==> src/rtl/banded_local_alignment_score_unit_defines.svh <==
// Assertion macros for the banded local alignment score unit.
// Used by the top level; the clock and reset names clk and arst_n are taken from the caller.
`ifndef BANDED_LOCAL_ALIGNMENT_SCORE_UNIT_DEFINES_SVH
`define BANDED_LOCAL_ALIGNMENT_SCORE_UNIT_DEFINES_SVH
`ifndef SYNTHESIS
`define BLAS_ASSERT(lbl, prop, msg) \
	lbl: assert property (@(posedge clk) disable iff (!arst_n) prop) else $error(msg);
`define BLAS_ASSERT_NEVER(lbl, expr, msg) \
	lbl: assert property (@(posedge clk) disable iff (!arst_n) !(expr)) else $error(msg);
`else
`define BLAS_ASSERT(lbl, prop, msg)
`define BLAS_ASSERT_NEVER(lbl, expr, msg)
`endif
`endif

==> src/rtl/blas_pkg.sv <==
// Types and constants shared by the banded local alignment score unit.
// No dependencies.
`timescale 1ns / 1ps
package blas_pkg;
	localparam int SCORE_W = 14;
	localparam int WIDE_W  = SCORE_W + 2;
	localparam int BASE_W  = 8;
	localparam int BAND_W  = 7;
	localparam int CIDX_W  = 2;
	localparam int CDAT_W  = 7;

	typedef logic [SCORE_W-1:0]        score_t;
	typedef logic signed [WIDE_W-1:0]  wide_t;
	typedef logic [BASE_W-1:0]         base_t;

	typedef struct packed {
		logic [3:0]        match_gain;
		logic signed [4:0] mismatch_penalty;
		logic signed [4:0] gap_penalty;
	} cfg_t;

	localparam score_t SCORE_TOP = '1;
	localparam wide_t  WIDE_TOP  = {2'b00, SCORE_TOP};

	localparam logic [CIDX_W-1:0] REG_BAND     = 2'd0;
	localparam logic [CIDX_W-1:0] REG_MATCH    = 2'd1;
	localparam logic [CIDX_W-1:0] REG_MISMATCH = 2'd2;
	localparam logic [CIDX_W-1:0] REG_GAP      = 2'd3;

	localparam logic [BAND_W-1:0] BAND_RST     = 7'd8;
	localparam logic [3:0]        MATCH_RST    = 4'd1;
	localparam logic [4:0]        MISMATCH_RST = 5'b11110;
	localparam logic [4:0]        GAP_RST      = 5'b11101;
endpackage

==> src/rtl/blas_cell.sv <==
// One alignment cell: best of diagonal, up, left and zero, saturated at the top score.
// Depends on blas_pkg.
`timescale 1ns / 1ps
module blas_cell (
	input  blas_pkg::cfg_t   cfg,
	input  blas_pkg::score_t diag,
	input  blas_pkg::score_t up,
	input  blas_pkg::score_t left,
	input  logic             eq,
	output blas_pkg::score_t score
);
	import blas_pkg::*;

	wide_t mat_x, mis_x, gap_x;
	wide_t d_sum, u_sum, l_sum, m1, m2;

	always_comb begin
		mat_x = $signed({{(WIDE_W-4){1'b0}}, cfg.match_gain});
		mis_x = $signed({{(WIDE_W-5){cfg.mismatch_penalty[4]}}, cfg.mismatch_penalty});
		gap_x = $signed({{(WIDE_W-5){cfg.gap_penalty[4]}}, cfg.gap_penalty});
		d_sum = $signed({2'b00, diag}) + (eq ? mat_x : mis_x);
		u_sum = $signed({2'b00, up}) + gap_x;
		l_sum = $signed({2'b00, left}) + gap_x;
		m1    = (d_sum > u_sum) ? d_sum : u_sum;
		m2    = (m1 < l_sum) ? l_sum : m1;
		if (m2[WIDE_W-1]) begin
			score = '0;
		end else if (m2 > WIDE_TOP) begin
			score = SCORE_TOP;
		end else begin
			score = m2[SCORE_W-1:0];
		end
	end
endmodule

==> config.mk <==
export PLATFORM = sky130hd
export DESIGN_NAME = blas_cell
export DESIGN_NICKNAME = d
export VERILOG_FILES = /design/src/rtl/banded_local_alignment_score_unit_defines.svh /design/src/rtl/blas_pkg.sv /design/src/rtl/blas_cell.sv
export SDC_FILE = /design/constraint.sdc
export NUM_CORES = 1
export LEC_CHECK = 0
export BUFFER_PORTS_ARGS = -buffer_cell sky130_fd_sc_hd__buf_2
export CORE_MARGIN = 2
export CORE_UTILIZATION = 50
export DETAILED_ROUTE_END_ITERATION = 12
export PLACE_DENSITY = 0.75
export REMOVE_ABC_BUFFERS = 1
export SETUP_SLACK_MARGIN = 0.5
export SYNTH_ARGS = -nofsm -noshare
export SYNTH_HDL_FRONTEND = slang
export SYNTH_SLANG_ARGS = --single-unit
==> constraint.sdc <==
create_clock -name vclk -period 17.15
set_clock_uncertainty 0.1 [all_clocks]
set_input_delay 2.5725 -clock vclk [all_inputs]
set_output_delay 2.5725 -clock vclk [all_outputs]
set_load 0.05 [all_outputs]
==> out/results.tsv <==
stage	metric	value	unit
status	outcome	finished, final reports clean	
worst_hold_path	hold wc startpoint	left[0]	
floorplan	io pins	71	
run	MaxCap Viol Count	0	
worst_setup_path	Worst setup SP type	input port	
timing	Tightest Pin Transition	1.09	ns
worst_setup_path	Critical Path RT	14.48	ns
worst_setup_path	crit-path cells	buf_2, ha_1, a21o_1, nand2_1, nand2_1, or4_1, a311oi_1, xor2_1, ha_1, nand4_1, or3_1, a21o_1, and4b_1, nor2_1, mux2i_1, ha_1, a211oi_1, o21ai_0, nor3b_1, a2bb2oi_4, mux2_4, a311oi_1, buf_2	
clocking	PostCTS Resize Cnt	0	
timing	# setup viols final	0	
logic_synthesis	area leader, netlist	ha_1	
logic_synthesis	YS warnings	0	
floorplan	Row Count	28	
final_layout	design area	3340	um2
place	Final Wtd Congestion	0.839	
worst_setup_path	Slowest Stage Delay on Critical Path	0.98	ns
timing	Final min period	13.04	ns
timing	unrepaired setup endpoints after global routing	false	
worst_setup_path	crit path kind	input port to output port	
floorplan	Initial Util	0.510	
worst_setup_path	Arr. time, crit path	10.36	ns
final_layout	nets@finish	579	
timing	max-slew violations	0	
drt	DRC	0	
drt	Via density	5.87	
clocking	hold buffers post-CTS	0	
timing	Final Cycle Share	0.760	
final_layout	commonest non-fill, non-tap cell in the layout	buf_2	
floorplan	Die Span Y	81.0	um
final_layout	ant diodes	0	
power_and_ir_drop	PD cells	93.2	nW/um2
worst_setup_path	CP Max Fanout	26	
drt	Detailed Routing Iterations Pass 1	4	
worst_setup_path	worst path bufs/invs	2	
timing	PnR worst setup slack	4.11	ns
timing	setup_tns	0	ns
floorplan	core region area	5820	um2
global_route	wire length of the first global-routing pass	12.2	mm
final_layout	Area Growth Syn to Fin	12.6	%
place	pre-CTS setup slack	4.21	ns
drt	DRT antenna net count	0	
worst_hold_path	WHS Endpoint	score[0]	
global_route	number of global-route vias before repair	2911	
timing	Final Hold Viols	0	
place	Post-Place Cells	527	
final_layout	seq_cells	0	
place	hpwl dp	6.60	mm
global_route	grt total ovfl	0	
power_and_ir_drop	VDD IR max	0.0848	mV
drt	WL/cell	14.2	um
final_layout	share of cells above drive strength 1	0.181	
logic_synthesis	synthesized area per cell	7.55	um2
final_layout	clkbuf count	0	
drt	initial DRC count	111	
worst_hold_path	Worst Hold Class	input port to output port	
logic_synthesis	Mapped Area	2970	um2
global_route	gr usage total	0.227	
timing	slew margin rel.	0.250	
clocking	Setup Fix Bufs, Post-CTS	0	
final_layout	register area	0	um2
drt	Via Count	3096	
worst_setup_path	CP top delay family	simple AND/OR/NAND/NOR gates	
final_layout	fin util	0.575	
logic_synthesis	sequential share of the synthesized area	0	
floorplan	Die Width	81.0	um
logic_synthesis	top cells by area, synth	ha_1 27%, xnor2_1 6.8%, a211oi_1 5.3%	
logic_synthesis	Mapped Cells	393	
worst_setup_path	slowest CP cell	mux2i_1	
global_route	pin count of the biggest net entering global routing	27	
final_layout	most frequent cells in the layout	71 x buf_2, 65 x ha_1, 31 x a21oi_1, 24 x o21ai_0, 24 x inv_1	
worst_hold_path	Hold Path Depth	5	
global_route	initial antenna violation count	0	
place	dpl cell area	3340	um2
logic_synthesis	Synth top area share	0.274	
drt	final WL	7.50	mm
final_layout	fillers	585	
floorplan	die footprint	6570	um2
power_and_ir_drop	leakage	1.64	nW
place	number of buffers added on ports	71	
logic_synthesis	post-synth cell types	51	
timing	f_max	0.0767	GHz
worst_setup_path	most frequent cell on the critical path	ha_1	
final_layout	fin cells	527	
worst_setup_path	Critical Path Sink Type	output port	
cell families (layout without fill, tap and decap cells):
group	count (synthesis)	count (layout)	synth area share
AO/OA/AOI/OAI	136	136	0.312
XOR/XNOR	39	39	0.115
adder cells (fa/ha/maj)	68	68	0.294
buffers and inverters	36	95	0.0552
multiplexers	14	14	0.0510
AND/OR/NAND/NOR	100	100	0.172
tightest hold or removal path: stages:
cell and delay (ns):
buf_2 0.08, ha_1 0.21, inv_1 0.07, a211oi_1 0.06, buf_2 0.21
synthesized netlist by cell type (6+ instances only):
cell,count
a21oi_1,31
ha_1,65
nand2b_1,6
nand4_1,8
inv_1,24
nor2b_1,7
nor2_1,15
xnor2_1,23
mux2i_1,8
a21o_1,17
o21ai_0,24
nand3_1,7
xor2_1,16
nor3_1,17
a211oi_1,21
o31ai_1,8
nand2_1,23
report_power, final:
part	switching (mW)	internal, mW	total (mW)
Clock	0	0	0
Sequential	0	0	0
Combinational	0.211	0.101	0.312
Total	0.211	0.101	0.312
worst max-delay path by stage:
| stage | start | endpoint | slack [ns] | depth (start not counted) |
|---|---|---|---|---|
| 6_report | cfg[4] | score[13] | 4.11 | 23 |
| 3_5_place_dp | cfg[4] | score[13] | 4.21 | 23 |
| 3_3_place_gp | cfg[4] | score[13] | 4.52 | 23 |
| 4_1_cts | cfg[4] | score[13] | 4.20 | 23 |
| 2_1_floorplan | eq | score[13] | 4.71 | 24 |
| 5_1_grt | cfg[4] | score[12] | 3.58 | 23 |
stage by stage:
| step | hold slack (ns) | power, mW |
|---|---|---|
| final | 5.68 | 0.312 |
| after global routing | 5.71 | 0.340 |
| after CTS | 5.68 | 0.312 |
| after detailed placement | 5.68 | 0.310 |
| after global placement | 5.70 | 0.305 |
| after floorplan | 5.59 | 0.239 |
cell type report:
cell class | instances | area [um2] | area share
timing repair buffer | 71 | 355 | 0.106
inverter | 24 | 90.1 | 0.0269
tap | 75 | 93.8 | 0.0281
multi-input combinational | 357 | 2800 | 0.839
layer usage:
| metal | vias to the layer above | track usage | wire [um] |
|---|---|---|---|
| li1 | 1613 | - | - |
| met4 | 0 | 0.0136 | 61 |
| met2 | 81 | 0.454 | 3740 |
| met1 | 1394 | 0.279 | 3390 |
| met5 | - | 0 | 0 |
| met3 | 8 | 0.00556 | 307 |
No activity file was read; power rests on OpenSTA's default activity.
